`src/rtl/hidrd_pkg.sv`:
```
`timescale 1ns / 1ps
// Package for the HID report descriptor parser: result kinds, item tag codes,
// the global state record and small decode helpers.
// It depends on nothing else.
package hidrd_pkg;

    typedef enum logic [2:0] {
        KIND_INPUT       = 3'd0,
        KIND_OUTPUT      = 3'd1,
        KIND_FEATURE     = 3'd2,
        KIND_APP_CLOSED  = 3'd3,
        KIND_STACK_ERROR = 3'd4
    } kind_t;

    localparam logic [7:0] TAG_MASK  = 8'hFC;
    localparam logic [7:0] TYPE_MASK = 8'h0C;
    localparam logic [7:0] SIZE_MASK = 8'h03;
    localparam logic [7:0] COLL_APPLICATION = 8'h01;

    localparam logic [7:0] TAG_INPUT          = 8'h80;
    localparam logic [7:0] TAG_OUTPUT         = 8'h90;
    localparam logic [7:0] TAG_FEATURE        = 8'hB0;
    localparam logic [7:0] TAG_COLLECTION     = 8'hA0;
    localparam logic [7:0] TAG_END_COLLECTION = 8'hC0;
    localparam logic [7:0] TAG_PAGE           = 8'h04;
    localparam logic [7:0] TAG_LMIN           = 8'h14;
    localparam logic [7:0] TAG_LMAX           = 8'h24;
    localparam logic [7:0] TAG_REPORT_SIZE    = 8'h74;
    localparam logic [7:0] TAG_RID            = 8'h84;
    localparam logic [7:0] TAG_REPORT_COUNT   = 8'h94;
    localparam logic [7:0] TAG_PUSH           = 8'hA4;
    localparam logic [7:0] TAG_POP            = 8'hB4;
    localparam logic [7:0] TAG_USAGE          = 8'h08;
    localparam logic [7:0] TAG_USAGE_MIN      = 8'h18;
    localparam logic [7:0] TAG_USAGE_MAX      = 8'h28;

    typedef struct packed {
        logic [15:0] page;
        logic [7:0]  rsize;
        logic [7:0]  rcount;
        logic [7:0]  rid;
        logic [31:0] lmin;
        logic [31:0] lmax;
    } globals_t;

    // Number of data bytes that follow a prefix: codes 0, 1, 2, 3 give 0, 1, 2, 4.
    function automatic logic [2:0] size_bytes(input logic [7:0] prefix);
        logic [1:0] code;
        code = prefix[1:0] & SIZE_MASK[1:0];
        return (code == 2'd3) ? 3'd4 : {1'b0, code};
    endfunction

    function automatic logic [31:0] sign_ext(input logic [31:0] v, input logic [1:0] code);
        logic [31:0] r;
        case (code)
            2'd0:    r = 32'd0;
            2'd1:    r = {{24{v[7]}}, v[7:0]};
            2'd2:    r = {{16{v[15]}}, v[15:0]};
            default: r = v;
        endcase
        return r;
    endfunction

endpackage

```
`src/rtl/hid_report_descriptor_parser_top.sv`:
```
`timescale 1ns / 1ps
// A byte accepted into the input register has its result, if any, registered in the result
// register and presented on the master side until taken (input register, then result).
// Throughput: one descriptor byte per cycle, stalled while a pending result waits on m_tready.
// Reset: aresetn is synchronous and active low; it empties both stages and clears all
// parse state. A byte with tlast high clears the parse state again after it is handled.
// Depends on hidrd_pkg for kinds, tag codes and decode helpers.
module hid_report_descriptor_parser_top #(
    parameter int PUSH_DEPTH       = 4,
    parameter int COLLECTION_DEPTH = 8
) (
    input  logic         aclk,
    input  logic         aresetn,
    input  logic         s_tvalid,
    output logic         s_tready,
    input  logic [7:0]   s_tdata,   // data_byte[7:0]
    input  logic         s_tlast,   // last_byte
    output logic         m_tvalid,
    input  logic         m_tready,
    // rid[7:0], bit_offset[23:8], bit_length[39:24], page[55:40],
    // usage_first[71:56], usage_count[87:72], lmin[119:88],
    // lmax[151:120], field_size[159:152], field_count[167:160]
    output logic [167:0] m_tdata,
    output logic [2:0]   m_tuser    // kind[2:0]
);

    localparam int PCW = $clog2(PUSH_DEPTH + 1);
    localparam int PIW = (PUSH_DEPTH > 1) ? $clog2(PUSH_DEPTH) : 1;
    localparam int CCW = $clog2(COLLECTION_DEPTH + 1);
    localparam int CIW = (COLLECTION_DEPTH > 1) ? $clog2(COLLECTION_DEPTH) : 1;

    logic                 in_valid_reg;
    logic [7:0]           in_data_reg;
    logic                 in_last_reg;
    logic                 advance;

    logic [2:0]           bytes_left_reg, bytes_left_next;
    logic [7:0]           prefix_reg, prefix_next;
    logic [31:0]          accum_reg, accum_next;
    hidrd_pkg::globals_t  glob_reg, glob_next;
    logic [PCW-1:0]       push_ptr_reg, push_ptr_next;
    logic [CCW-1:0]       coll_ptr_reg, coll_ptr_next;
    logic                 app_valid_reg, app_valid_next;
    logic [15:0]          app_page_reg, app_page_next;
    logic [15:0]          app_id_reg, app_id_next;
    logic [15:0]          loc_first_reg, loc_first_next;
    logic [15:0]          loc_last_reg, loc_last_next;
    logic [15:0]          loc_count_reg, loc_count_next;
    logic [15:0]          off_reg [3];
    logic [15:0]          off_next [3];

    hidrd_pkg::globals_t  push_stack [PUSH_DEPTH];
    logic                 coll_flags [COLLECTION_DEPTH];

    logic                 push_we;
    logic                 flag_we;
    logic                 flag_wdata;
    logic [PCW-1:0]       push_ptr_dec;
    logic [CCW-1:0]       coll_ptr_dec;

    logic                 m_valid_reg;
    hidrd_pkg::kind_t     m_kind_reg;
    logic [167:0]         m_data_reg;

    logic                 res_valid;
    hidrd_pkg::kind_t     res_kind;
    logic [15:0]          res_offset, res_length, res_page, res_ufirst, res_ucount;
    logic [31:0]          res_lmin, res_lmax;
    logic [7:0]           res_fsize, res_fcount;

    logic                 exec;
    logic [7:0]           item_p;
    logic [31:0]          item_v;
    logic [1:0]           pos;
    logic [7:0]           tag;
    logic [1:0]           field_idx;
    logic [16:0]          off_sum;
    logic [15:0]          usage_top;
    logic [16:0]          usage_cnt;

    assign advance  = in_valid_reg && (!m_valid_reg || m_tready);
    assign s_tready = !in_valid_reg || advance;
    assign m_tvalid = m_valid_reg;
    assign m_tdata  = m_data_reg;
    assign m_tuser  = m_kind_reg;

    assign push_ptr_dec = push_ptr_reg - PCW'(1);
    assign coll_ptr_dec = coll_ptr_reg - CCW'(1);

    always_ff @(posedge aclk) begin
        if (!aresetn) begin
            in_valid_reg <= 1'b0;
        end else if (s_tready) begin
            in_valid_reg <= s_tvalid;
        end
        if (s_tvalid && s_tready) begin
            in_data_reg <= s_tdata;
            in_last_reg <= s_tlast;
        end
    end

    always_comb begin
        bytes_left_next = bytes_left_reg;
        prefix_next     = prefix_reg;
        accum_next      = accum_reg;
        glob_next       = glob_reg;
        push_ptr_next   = push_ptr_reg;
        coll_ptr_next   = coll_ptr_reg;
        app_valid_next  = app_valid_reg;
        app_page_next   = app_page_reg;
        app_id_next     = app_id_reg;
        loc_first_next  = loc_first_reg;
        loc_last_next   = loc_last_reg;
        loc_count_next  = loc_count_reg;
        off_next        = off_reg;
        push_we         = 1'b0;
        flag_we         = 1'b0;
        flag_wdata      = 1'b0;
        res_valid       = 1'b0;
        res_kind        = hidrd_pkg::KIND_STACK_ERROR;
        res_offset      = 16'd0;
        res_length      = 16'd0;
        res_page        = 16'd0;
        res_ufirst      = 16'd0;
        res_ucount      = 16'd0;
        res_lmin        = 32'd0;
        res_lmax        = 32'd0;
        res_fsize       = 8'd0;
        res_fcount      = 8'd0;
        field_idx       = 2'd0;
        off_sum         = 17'd0;
        usage_top       = 16'd0;
        usage_cnt       = 17'd0;
        pos             = 2'd0;

        if (bytes_left_reg == 3'd0) begin
            prefix_next     = in_data_reg;
            accum_next      = 32'd0;
            bytes_left_next = hidrd_pkg::size_bytes(in_data_reg);
            exec            = (hidrd_pkg::size_bytes(in_data_reg) == 3'd0);
            item_p          = in_data_reg;
            item_v          = 32'd0;
        end else begin
            pos             = 2'(hidrd_pkg::size_bytes(prefix_reg) - bytes_left_reg);
            accum_next      = accum_reg | ({24'd0, in_data_reg} << {pos, 3'b000});
            bytes_left_next = bytes_left_reg - 3'd1;
            exec            = (bytes_left_reg == 3'd1);
            item_p          = prefix_reg;
            item_v          = accum_next;
        end
        tag = item_p & hidrd_pkg::TAG_MASK;

        if (exec) begin
            unique case (tag)
                hidrd_pkg::TAG_INPUT, hidrd_pkg::TAG_OUTPUT, hidrd_pkg::TAG_FEATURE: begin
                    if (app_valid_reg) begin
                        if (tag == hidrd_pkg::TAG_INPUT) begin
                            res_kind  = hidrd_pkg::KIND_INPUT;
                            field_idx = 2'd0;
                        end else if (tag == hidrd_pkg::TAG_OUTPUT) begin
                            res_kind  = hidrd_pkg::KIND_OUTPUT;
                            field_idx = 2'd1;
                        end else begin
                            res_kind  = hidrd_pkg::KIND_FEATURE;
                            field_idx = 2'd2;
                        end
                        res_valid  = 1'b1;
                        res_length = 16'(glob_reg.rsize) * 16'(glob_reg.rcount);
                        res_offset = off_reg[field_idx];
                        off_sum    = {1'b0, res_offset} + {1'b0, res_length};
                        off_next[field_idx] = off_sum[16] ? 16'hFFFF : off_sum[15:0];
                        res_page   = glob_reg.page;
                        res_ufirst = (loc_count_reg != 16'd0) ? loc_first_reg : 16'd0;
                        res_ucount = loc_count_reg;
                        res_lmin   = glob_reg.lmin;
                        res_lmax   = glob_reg.lmax;
                        res_fsize  = glob_reg.rsize;
                        res_fcount = glob_reg.rcount;
                    end
                end
                hidrd_pkg::TAG_COLLECTION: begin
                    if (coll_ptr_reg == CCW'(COLLECTION_DEPTH)) begin
                        res_valid = 1'b1;
                        res_kind  = hidrd_pkg::KIND_STACK_ERROR;
                    end else begin
                        flag_we       = 1'b1;
                        flag_wdata    = (item_v[7:0] == hidrd_pkg::COLL_APPLICATION);
                        coll_ptr_next = coll_ptr_reg + CCW'(1);
                        if (flag_wdata) begin
                            app_valid_next = 1'b1;
                            app_page_next  = glob_reg.page;
                            app_id_next    = (loc_count_reg != 16'd0) ? loc_last_reg : 16'd0;
                            off_next[0]    = 16'd0;
                            off_next[1]    = 16'd0;
                            off_next[2]    = 16'd0;
                        end
                    end
                end
                hidrd_pkg::TAG_END_COLLECTION: begin
                    if (coll_ptr_reg == CCW'(0)) begin
                        res_valid = 1'b1;
                        res_kind  = hidrd_pkg::KIND_STACK_ERROR;
                    end else begin
                        coll_ptr_next = coll_ptr_dec;
                        if (coll_flags[coll_ptr_dec[CIW-1:0]]) begin
                            res_valid      = 1'b1;
                            res_kind       = hidrd_pkg::KIND_APP_CLOSED;
                            res_page       = app_page_reg;
                            res_ufirst     = app_id_reg;
                            app_valid_next = 1'b0;
                        end
                    end
                end
                hidrd_pkg::TAG_PAGE:         glob_next.page   = item_v[15:0];
                hidrd_pkg::TAG_LMIN:
                    glob_next.lmin = hidrd_pkg::sign_ext(item_v, item_p[1:0]);
                hidrd_pkg::TAG_LMAX:
                    glob_next.lmax = hidrd_pkg::sign_ext(item_v, item_p[1:0]);
                hidrd_pkg::TAG_REPORT_SIZE:  glob_next.rsize  = item_v[7:0];
                hidrd_pkg::TAG_RID:          glob_next.rid    = item_v[7:0];
                hidrd_pkg::TAG_REPORT_COUNT: glob_next.rcount = item_v[7:0];
                hidrd_pkg::TAG_PUSH: begin
                    if (push_ptr_reg == PCW'(PUSH_DEPTH)) begin
                        res_valid = 1'b1;
                        res_kind  = hidrd_pkg::KIND_STACK_ERROR;
                    end else begin
                        push_we       = 1'b1;
                        push_ptr_next = push_ptr_reg + PCW'(1);
                    end
                end
                hidrd_pkg::TAG_POP: begin
                    if (push_ptr_reg == PCW'(0)) begin
                        res_valid = 1'b1;
                        res_kind  = hidrd_pkg::KIND_STACK_ERROR;
                    end else begin
                        push_ptr_next = push_ptr_dec;
                        glob_next     = push_stack[push_ptr_dec[PIW-1:0]];
                    end
                end
                hidrd_pkg::TAG_USAGE, hidrd_pkg::TAG_USAGE_MIN: begin
                    if (loc_count_reg == 16'd0) begin
                        loc_first_next = item_v[15:0];
                    end
                    loc_last_next = item_v[15:0];
                    if (loc_count_reg != 16'hFFFF) begin
                        loc_count_next = loc_count_reg + 16'd1;
                    end
                end
                hidrd_pkg::TAG_USAGE_MAX: begin
                    usage_top = (item_v[31:16] != 16'd0) ? 16'hFFFF : item_v[15:0];
                    usage_cnt = {1'b0, loc_count_reg} + {1'b0, usage_top - loc_last_reg};
                    if (loc_count_reg != 16'd0 && usage_top > loc_last_reg) begin
                        loc_count_next = usage_cnt[16] ? 16'hFFFF : usage_cnt[15:0];
                        loc_last_next  = usage_top;
                    end
                end
                default: begin
                end
            endcase
            if ((item_p & hidrd_pkg::TYPE_MASK) == 8'd0) begin
                loc_first_next = 16'd0;
                loc_last_next  = 16'd0;
                loc_count_next = 16'd0;
            end
        end

        if (in_last_reg) begin
            bytes_left_next = 3'd0;
            prefix_next     = 8'd0;
            accum_next      = 32'd0;
            glob_next       = '0;
            push_ptr_next   = PCW'(0);
            coll_ptr_next   = CCW'(0);
            app_valid_next  = 1'b0;
            app_page_next   = 16'd0;
            app_id_next     = 16'd0;
            loc_first_next  = 16'd0;
            loc_last_next   = 16'd0;
            loc_count_next  = 16'd0;
            off_next[0]     = 16'd0;
            off_next[1]     = 16'd0;
            off_next[2]     = 16'd0;
        end
    end

    always_ff @(posedge aclk) begin
        if (!aresetn) begin
            bytes_left_reg <= 3'd0;
            prefix_reg     <= 8'd0;
            accum_reg      <= 32'd0;
            glob_reg       <= '0;
            push_ptr_reg   <= PCW'(0);
            coll_ptr_reg   <= CCW'(0);
            app_valid_reg  <= 1'b0;
            app_page_reg   <= 16'd0;
            app_id_reg     <= 16'd0;
            loc_first_reg  <= 16'd0;
            loc_last_reg   <= 16'd0;
            loc_count_reg  <= 16'd0;
            off_reg[0]     <= 16'd0;
            off_reg[1]     <= 16'd0;
            off_reg[2]     <= 16'd0;
        end else if (advance) begin
            bytes_left_reg <= bytes_left_next;
            prefix_reg     <= prefix_next;
            accum_reg      <= accum_next;
            glob_reg       <= glob_next;
            push_ptr_reg   <= push_ptr_next;
            coll_ptr_reg   <= coll_ptr_next;
            app_valid_reg  <= app_valid_next;
            app_page_reg   <= app_page_next;
            app_id_reg     <= app_id_next;
            loc_first_reg  <= loc_first_next;
            loc_last_reg   <= loc_last_next;
            loc_count_reg  <= loc_count_next;
            off_reg        <= off_next;
        end
    end

    always_ff @(posedge aclk) begin
        if (advance && push_we) begin
            push_stack[push_ptr_reg[PIW-1:0]] <= glob_reg;
        end
        if (advance && flag_we) begin
            coll_flags[coll_ptr_reg[CIW-1:0]] <= flag_wdata;
        end
    end

    always_ff @(posedge aclk) begin
        if (!aresetn) begin
            m_valid_reg <= 1'b0;
        end else if (advance) begin
            m_valid_reg <= res_valid;
        end else if (m_tready) begin
            m_valid_reg <= 1'b0;
        end
        if (advance && res_valid) begin
            m_kind_reg <= res_kind;
            m_data_reg <= {res_fcount, res_fsize, res_lmax, res_lmin, res_ucount,
                           res_ufirst, res_page, res_length, res_offset, glob_reg.rid};
        end
    end

    // A transaction carrying the final byte leaves the parser with no open item or nesting.
    assert property (@(posedge aclk) disable iff (!aresetn)
        (advance && in_last_reg) |=>
            (bytes_left_reg == 3'd0 && push_ptr_reg == PCW'(0) && coll_ptr_reg == CCW'(0)
             && !app_valid_reg))
        else $error("parse state not cleared after the final descriptor byte");

    assert property (@(posedge aclk) disable iff (!aresetn)
        (push_ptr_reg <= PCW'(PUSH_DEPTH)) && (coll_ptr_reg <= CCW'(COLLECTION_DEPTH)))
        else $error("stack pointer beyond its depth");

    assert property (@(posedge aclk) disable iff (!aresetn)
        (m_valid_reg && !m_tready) |=> (m_valid_reg && $stable(m_data_reg)))
        else $error("pending result overwritten while stalled");

endmodule
```
`config.mk`:
```
export PLATFORM = sky130hd
export DESIGN_NAME = hid_report_descriptor_parser_top
export DESIGN_NICKNAME = d
export VERILOG_FILES = /design/src/rtl/hidrd_pkg.sv /design/src/rtl/hid_report_descriptor_parser_top.sv
export SDC_FILE = /design/constraint.sdc
export NUM_CORES = 2
export LEC_CHECK = 0
export ABC_AREA = 1
export BUFFER_PORTS_ARGS = -buffer_cell sky130_fd_sc_hd__buf_2
export CAP_MARGIN = 25
export CELL_PAD_IN_SITES_DETAIL_PLACEMENT = 0
export CELL_PAD_IN_SITES_GLOBAL_PLACEMENT = 2
export CORE_MARGIN = 3
export CORE_UTILIZATION = 43
export CTS_CLUSTER_DIAMETER = 80
export CTS_CLUSTER_SIZE = 40
export DETAILED_ROUTE_END_ITERATION = 16
export PLACE_DENSITY = 0.92
export SYNTH_ARGS = -nofsm -noshare
export SYNTH_HDL_FRONTEND = slang
export SYNTH_SLANG_ARGS = --single-unit
```
`constraint.sdc`:
```
create_clock -name aclk -period 19.54 [get_ports aclk]
set_input_delay 0 -clock aclk [delete_from_list [all_inputs] [get_ports aclk]]
set_output_delay 0 -clock aclk [all_outputs]
set_load 0.01 [all_outputs]
```
Yosys cells after proc, flatten, opt, wreduce, memory -nomap -nowiden:

Memories as Yosys holds them, arrays and structs flattened.
Cells that the tools add are included.

* output and inout bits: 173
* register bits after elaboration: 465
* input bits: 13
* memory bits (read-only): 0
* bits in writable memories: 424
* latch bits: 0
* word-level logic and storage cells: 256
* memories: 2

Memories
* push_stack: words 4, bits a word 104, rd ports 1, clocked after Yosys merged registers in 0, wr ports 1, line hid_report_descriptor_parser_top.sv:52 `hidrd_pkg::globals_t push_stack [PUSH_DEPTH];`
* coll_flags: words 8, bits a word 1, rd ports 1, clocked after Yosys merged registers in 0, wr ports 1, line hid_report_descriptor_parser_top.sv:53 `logic coll_flags [COLLECTION_DEPTH];`

* bitwise logic cells: 2
* divide/modulo/power cells: 0
* $lt $le $gt $ge: 3
* shifts and indexed selects: 1
* $add $sub $neg: 10
* mux-type cells: 121
* eq/ne operators: 35
* $mul: 1
* reductions and logical operators: 53

Operators with widths (number)
* $mux W16: 38
* $mux W104: 3
* $mux W48: 5
* $pmux W16 S2: 5
* $pmux W32 S2: 2
* $pmux W32 S3: 1
* $pmux W48 S2: 1
* $mux W32: 2
* $eq A6 B6 Y1 const B: 9
* $bwmux W48: 1
* $pmux W8 S2: 3
* $add A16 B16 Y17: 2
* $reduce_bool A3 Y1: 11
* $bmux W16 S2: 1
* $demux W16 S2: 1
* $or A32 B32 Y32: 1
* $reduce_and A4 Y1: 8
* $reduce_bool A16 Y1: 2
* $shl A8 B5 Y32: 1
* $mux W3: 10
* $mux W1: 29
* $ne A3 B3 Y1 const B: 7
* $reduce_and A5 Y1: 4
* $add A16 B1 Y16 const B: 1
* 47 further kinds: 78

Longest topological paths before layout:

* word-level depth: 19
* mapped depth: 41
* gate-level depth less buffers: 40

Worst setup path after synthesis:

OpenSTA, ideal clock, no wires.

* path type: reg2reg
* start: reg push_ptr_reg[0]
* end: mem push_stack[0][0] (netlist bit), enable pin
* setup slack: 12.849 ns
* stages on the path, launching flop included: 10
* path buffers: 3
* setup time: 0.568 ns
* clock period less this slack: 6.691 ns
* required time: 18.972 ns
* arrival: 6.123 ns
* cells stage by stage: dfxtp_1 > clkbuf_1 > inv_1 > clkbuf_1 > clkbuf_1 > ha_1 > ha_1 > nor2_1 > nand2_1 > nor2_1

* cells in the longest elaborated chain, start to end: 7

RTL lines
* from (decl): line hid_report_descriptor_parser_top.sv:41 `logic [PCW-1:0] push_ptr_reg, push_ptr_next;`
* from (signal assigned): line hid_report_descriptor_parser_top.sv:308 `push_ptr_reg <= push_ptr_next;`
* $eq A3 B3 Y1: line hid_report_descriptor_parser_top.sv:223 `if (push_ptr_reg == PCW'(PUSH_DEPTH)) begin`
* $mux W1: line hid_report_descriptor_parser_top.sv:223
* $mux W1: line hid_report_descriptor_parser_top.sv:154 `unique case (tag)`
* $mux W1: line hid_report_descriptor_parser_top.sv:153 `if (exec) begin`
* $logic_and A1 B1 Y1: line hid_report_descriptor_parser_top.sv:321 `if (advance && push_we) begin`
* $mux W1: line hid_report_descriptor_parser_top.sv:321
* $mux W1 (not written as such): line hid_report_descriptor_parser_top.sv:322 `push_stack[push_ptr_reg[PIW-1:0]] <= glob_reg;`
* to (decl): line hid_report_descriptor_parser_top.sv:52

Several ways; a longest one is shown, not always the timed one.

Worst setup path in the final report:

* start: reg glob_reg[85] (netlist bit)
* end: reg off_reg[11] (netlist bit)

* cells in the longest elaborated chain, start to end: 8

RTL lines
* from (decl): line hid_report_descriptor_parser_top.sv:40 `hidrd_pkg::globals_t glob_reg, glob_next;`
* from (signal assigned): line hid_report_descriptor_parser_top.sv:307 `glob_reg <= glob_next;`
* $mul A8 B8 Y16: line hid_report_descriptor_parser_top.sv:168 `res_length = 16'(glob_reg.rsize) * 16'(glob_reg.rcount);`
* $add A16 B16 Y17: line hid_report_descriptor_parser_top.sv:170 `off_sum = {1'b0, res_offset} + {1'b0, res_length};`
* $mux W16: line hid_report_descriptor_parser_top.sv:171 `off_next[field_idx] = off_sum[16] ? 16'hFFFF : off_sum[15:0];`
* $bwmux W48: line hid_report_descriptor_parser_top.sv:171
* $mux W48: line hid_report_descriptor_parser_top.sv:156 `if (app_valid_reg) begin`
* $pmux W48 S2: line hid_report_descriptor_parser_top.sv:154
* $mux W48: line hid_report_descriptor_parser_top.sv:153
* $mux W48: line hid_report_descriptor_parser_top.sv:267 `if (in_last_reg) begin`
* to (signal assigned): line hid_report_descriptor_parser_top.sv:316 `off_reg <= off_next;`
* to (decl): line hid_report_descriptor_parser_top.sv:49 `logic [15:0] off_reg [3];`

Every way passes these cells. The select of a mux whose other input is x is not followed.
A chain may end at the register's enable or synchronous reset.

==> results.md <==
* Global Route Usage Sum at between 20% and 30%
* Starting DRC count in detailed routing at roughly 2800
* Max FFs per register at 416
* Die Width at around 320 microns
* CTS sink cnt at 889
* Vias in the first global route at ~29000
* # H-tree levels at 2
* Rel. slew slack at a little under a third
* Netlist Area Pre-Place at around 41000 sq um
* Internal power at between 0.002 and 0.003 W
* Share of layout cells above drive strength 1 at 9.44%
* Fmax at 150 MHz
* Worst r2r src: glob_reg[85]
* Status: finished, final reports clean
* CP max FO at 16
* CP endpoint kind: register
* Startpoint types: register
* Per-cell routed wire length at 19.8 microns
* Initial core utilization at 43.7%
* Worst-Margin Slew at between 1 and 1.5 ns
* Fin nets at 4543
* Post-synth ARST share at 0%
* Clock network fraction of design power at between 30% and 40%
* Setup-failing EPs final at 0
* Met2 Use GR at 37.2%
* Met3 global-route usage at 1.97%
* Most used routing layer: met2
* Synth Flop Type: edfxtp_1
* WP data arrival at 7.14 ns
* Post-DRT Antenna Nets at 0
* Min Hold Slack at 0.0638 ns
* Clk slew on worst S/H paths at 0.11 ns
* Avg Vias per Cell at 5.32
* Net Sw Power at 0.00102 W
* Hold_sp: s_tdata[1]
* FP Rows at 112
* Pwr Total at around 0.0037 W
* Unrepaired setup endpoints after global routing: false
* Congestion Overflow GR at 0
* Critical Path RT at 20.00 ns
* Hold Crit Class: primary input to register
* Crit Path Category: register to register
* Final HPWL DP at 71.1 mm
* Max-cap violations at 0
* DR DRC count at 0
* Sw Share at 27.9%
* Slew Viols, Final at 0
* Total number of vias at ~30000
* Die height at 315 microns
* Tcrit/Tclk final at between 30% and 40%
* First-pass GRT wire length at 172 mm
* Synth cell types at 60
* Max incr delay on CP at 0.77 ns
* Pin count of the biggest net entering global routing at 115
* RePlAce Congestion at around 0.83
* CTS root buf: clkbuf_16
* Final min period at ~6.7 ns
* WL final at 113 mm
* Flip-flop and latch count after synthesis at 889
* Post-synth EDFFs at 604
* TritonCTS clock tree: done
* DIE AREA at 99400 sq um
* Final Hold Fails at 0
* Clock Latency Late Sink at ~0.66 ns
* Met1 Use GR at 31.6%
* N_diodes at 0
* Register area share after synthesis at 58.0%
* Clock tree buffer depth at 3
* Max VDD drop at 0.0000516 V
* Syn-to-layout area delta at 9.38%
* Core Area at 94000 sq um
* Setup bufs post-CTS at 0
* Initial antenna violation count at 0
* Num ports at around 190
* Max Clock Skew at 0.0574 ns
* Sequential Power Share at 55.9%
* DR pass1 iterations at 5
* I/O Buffers at between 150 and 200
* Worst path slowest cell: a31oi_2
* Synthesized Nets at roughly 4500
* YS warnings at 0
* Pwr per Cell Area at 81.2 nW/um^2
* Cells after synthesis at 4338
* Synth Area per Inst at 9.48 sq um
* Comb power frac at under 10%
* CP dominant cell by count: inv_1
* Setup crit start: glob_reg[85]
* Setup TNS at 0 ns
* CTS Buf Count at 44
* Leakage dissipation at 16.4 nW
metal layers:
layer | part of all wire, % | vias up
li1 | - | 14766
met1 | 45 | 14574
met2 | 48 | 768
met3 | 4.9 | 106
met4 | 1.9 | 0
met5 | 0 | -
Yosys cell counts, types with 40 or more instances:
| library cell | instances | area share (%) |
|---|---|---|
| nor2_1 | 439 | 4.0 |
| nand2_1 | 934 | 8.5 |
| a22oi_1 | 40 | 0.73 |
| ha_1 | 99 | 3.0 |
| o221ai_1 | 49 | 1.0 |
| o21ai_0 | 315 | 3.8 |
| inv_1 | 385 | 3.5 |
| dfxtp_1 | 285 | 14 |
| a21oi_1 | 439 | 5.3 |
| nand3_1 | 171 | 2.1 |
| buf_2 | 50 | 0.61 |
| edfxtp_1 | 604 | 44 |
| clkbuf_1 | 143 | 1.3 |
power groups by stage:
stage	Sequential (W)	Combinational (W)	Clock [W]
final	0.00204	0.000361	0.00125
after global placement	0.00208	0.000358	0
after floorplan	0.00207	0.000263	0
after detailed placement	0.00208	0.000355	0
after global routing	0.00204	0.000402	0.00134
after CTS	0.00204	0.000360	0.00128
placed cells by master, fill, tap and decap left out, types with 9 or more instances in the layout:
master,count
ha_1,98
nand2_2,18
a22oi_1,40
inv_1,382
o21ai_0,315
xor2_1,26
o211ai_1,13
nand4_1,20
buf_4,40
nor2_2,9
clkinv_16,10
o21ai_1,37
buf_2,185
a21oi_1,437
nand3_1,171
nor2_1,434
nand2_1,933
clkbuf_16,46
dlygate4sd3_1,14
o22ai_1,9
inv_2,17
xnor2_1,16
o21bai_1,13
fa_1,39
o221ai_1,49
nor2_4,19
edfxtp_1,604
nor3_1,29
dfxtp_1,284
what timing repair did:
action	CTS	global route
endpoints found under the hold margin	42	0
hold buffers	14	0
resized for setup	0	0
cell families after synthesis:
kind of cell,Yosys count,synth area share [%]
AO/OA/AOI/OAI,960,13.0
buffers and inverters,641,6.33
multiplexers,1,0.0243
adder cells (fa/ha/maj),138,4.91
flip-flops,889,58.0
XOR/XNOR,42,0.895
AND/OR/NAND/NOR,1667,16.9
critical path: cells and delay by family (launching register included):
family / cells / cell delay, ns
adders and majority gates: 6 / 2.67
AOI/OAI and AO/OA: 7 / 1.86
and+or+nand+nor: 7 / 0.78
DFF: 1 / 0.49
buffers and inverters: 8 / 0.48
xor gates and xnor gates: 1 / 0.18
metrics by stage:
stage	setup slack (ns)	instance area (sq um)	util, %	cells
final	12.86	45000	47.8	5682
after global routing	12.17	45000	47.8	5682
after CTS	12.79	44900	47.8	5680
after detailed placement	12.89	42900	45.7	5584
after global placement	12.97	42900	45.7	5584
after floorplan	12.85	41100	-	4338
cell type report:
class | count | area, sq um
clock inverters | 35 | 683
clock buffers | 47 | 1150
inverters | 408 | 1560
multi-input cells | 2808 | 14700
repair buffers | 241 | 1420
well taps | 1254 | 1570
flip-flops and latches | 889 | 23800
fillers | 8883 | 49100
path summary, 6_finish.rpt:
path,end,slack (ns),depth (start not counted)
max,off_reg[11],12.86,29
min,in_data_reg[1],0.06,2
max reg2reg,off_reg[11],12.86,29
min reg2reg,off_reg[5],0.47,2
No activity file was read; power rests on OpenSTA's default activity.
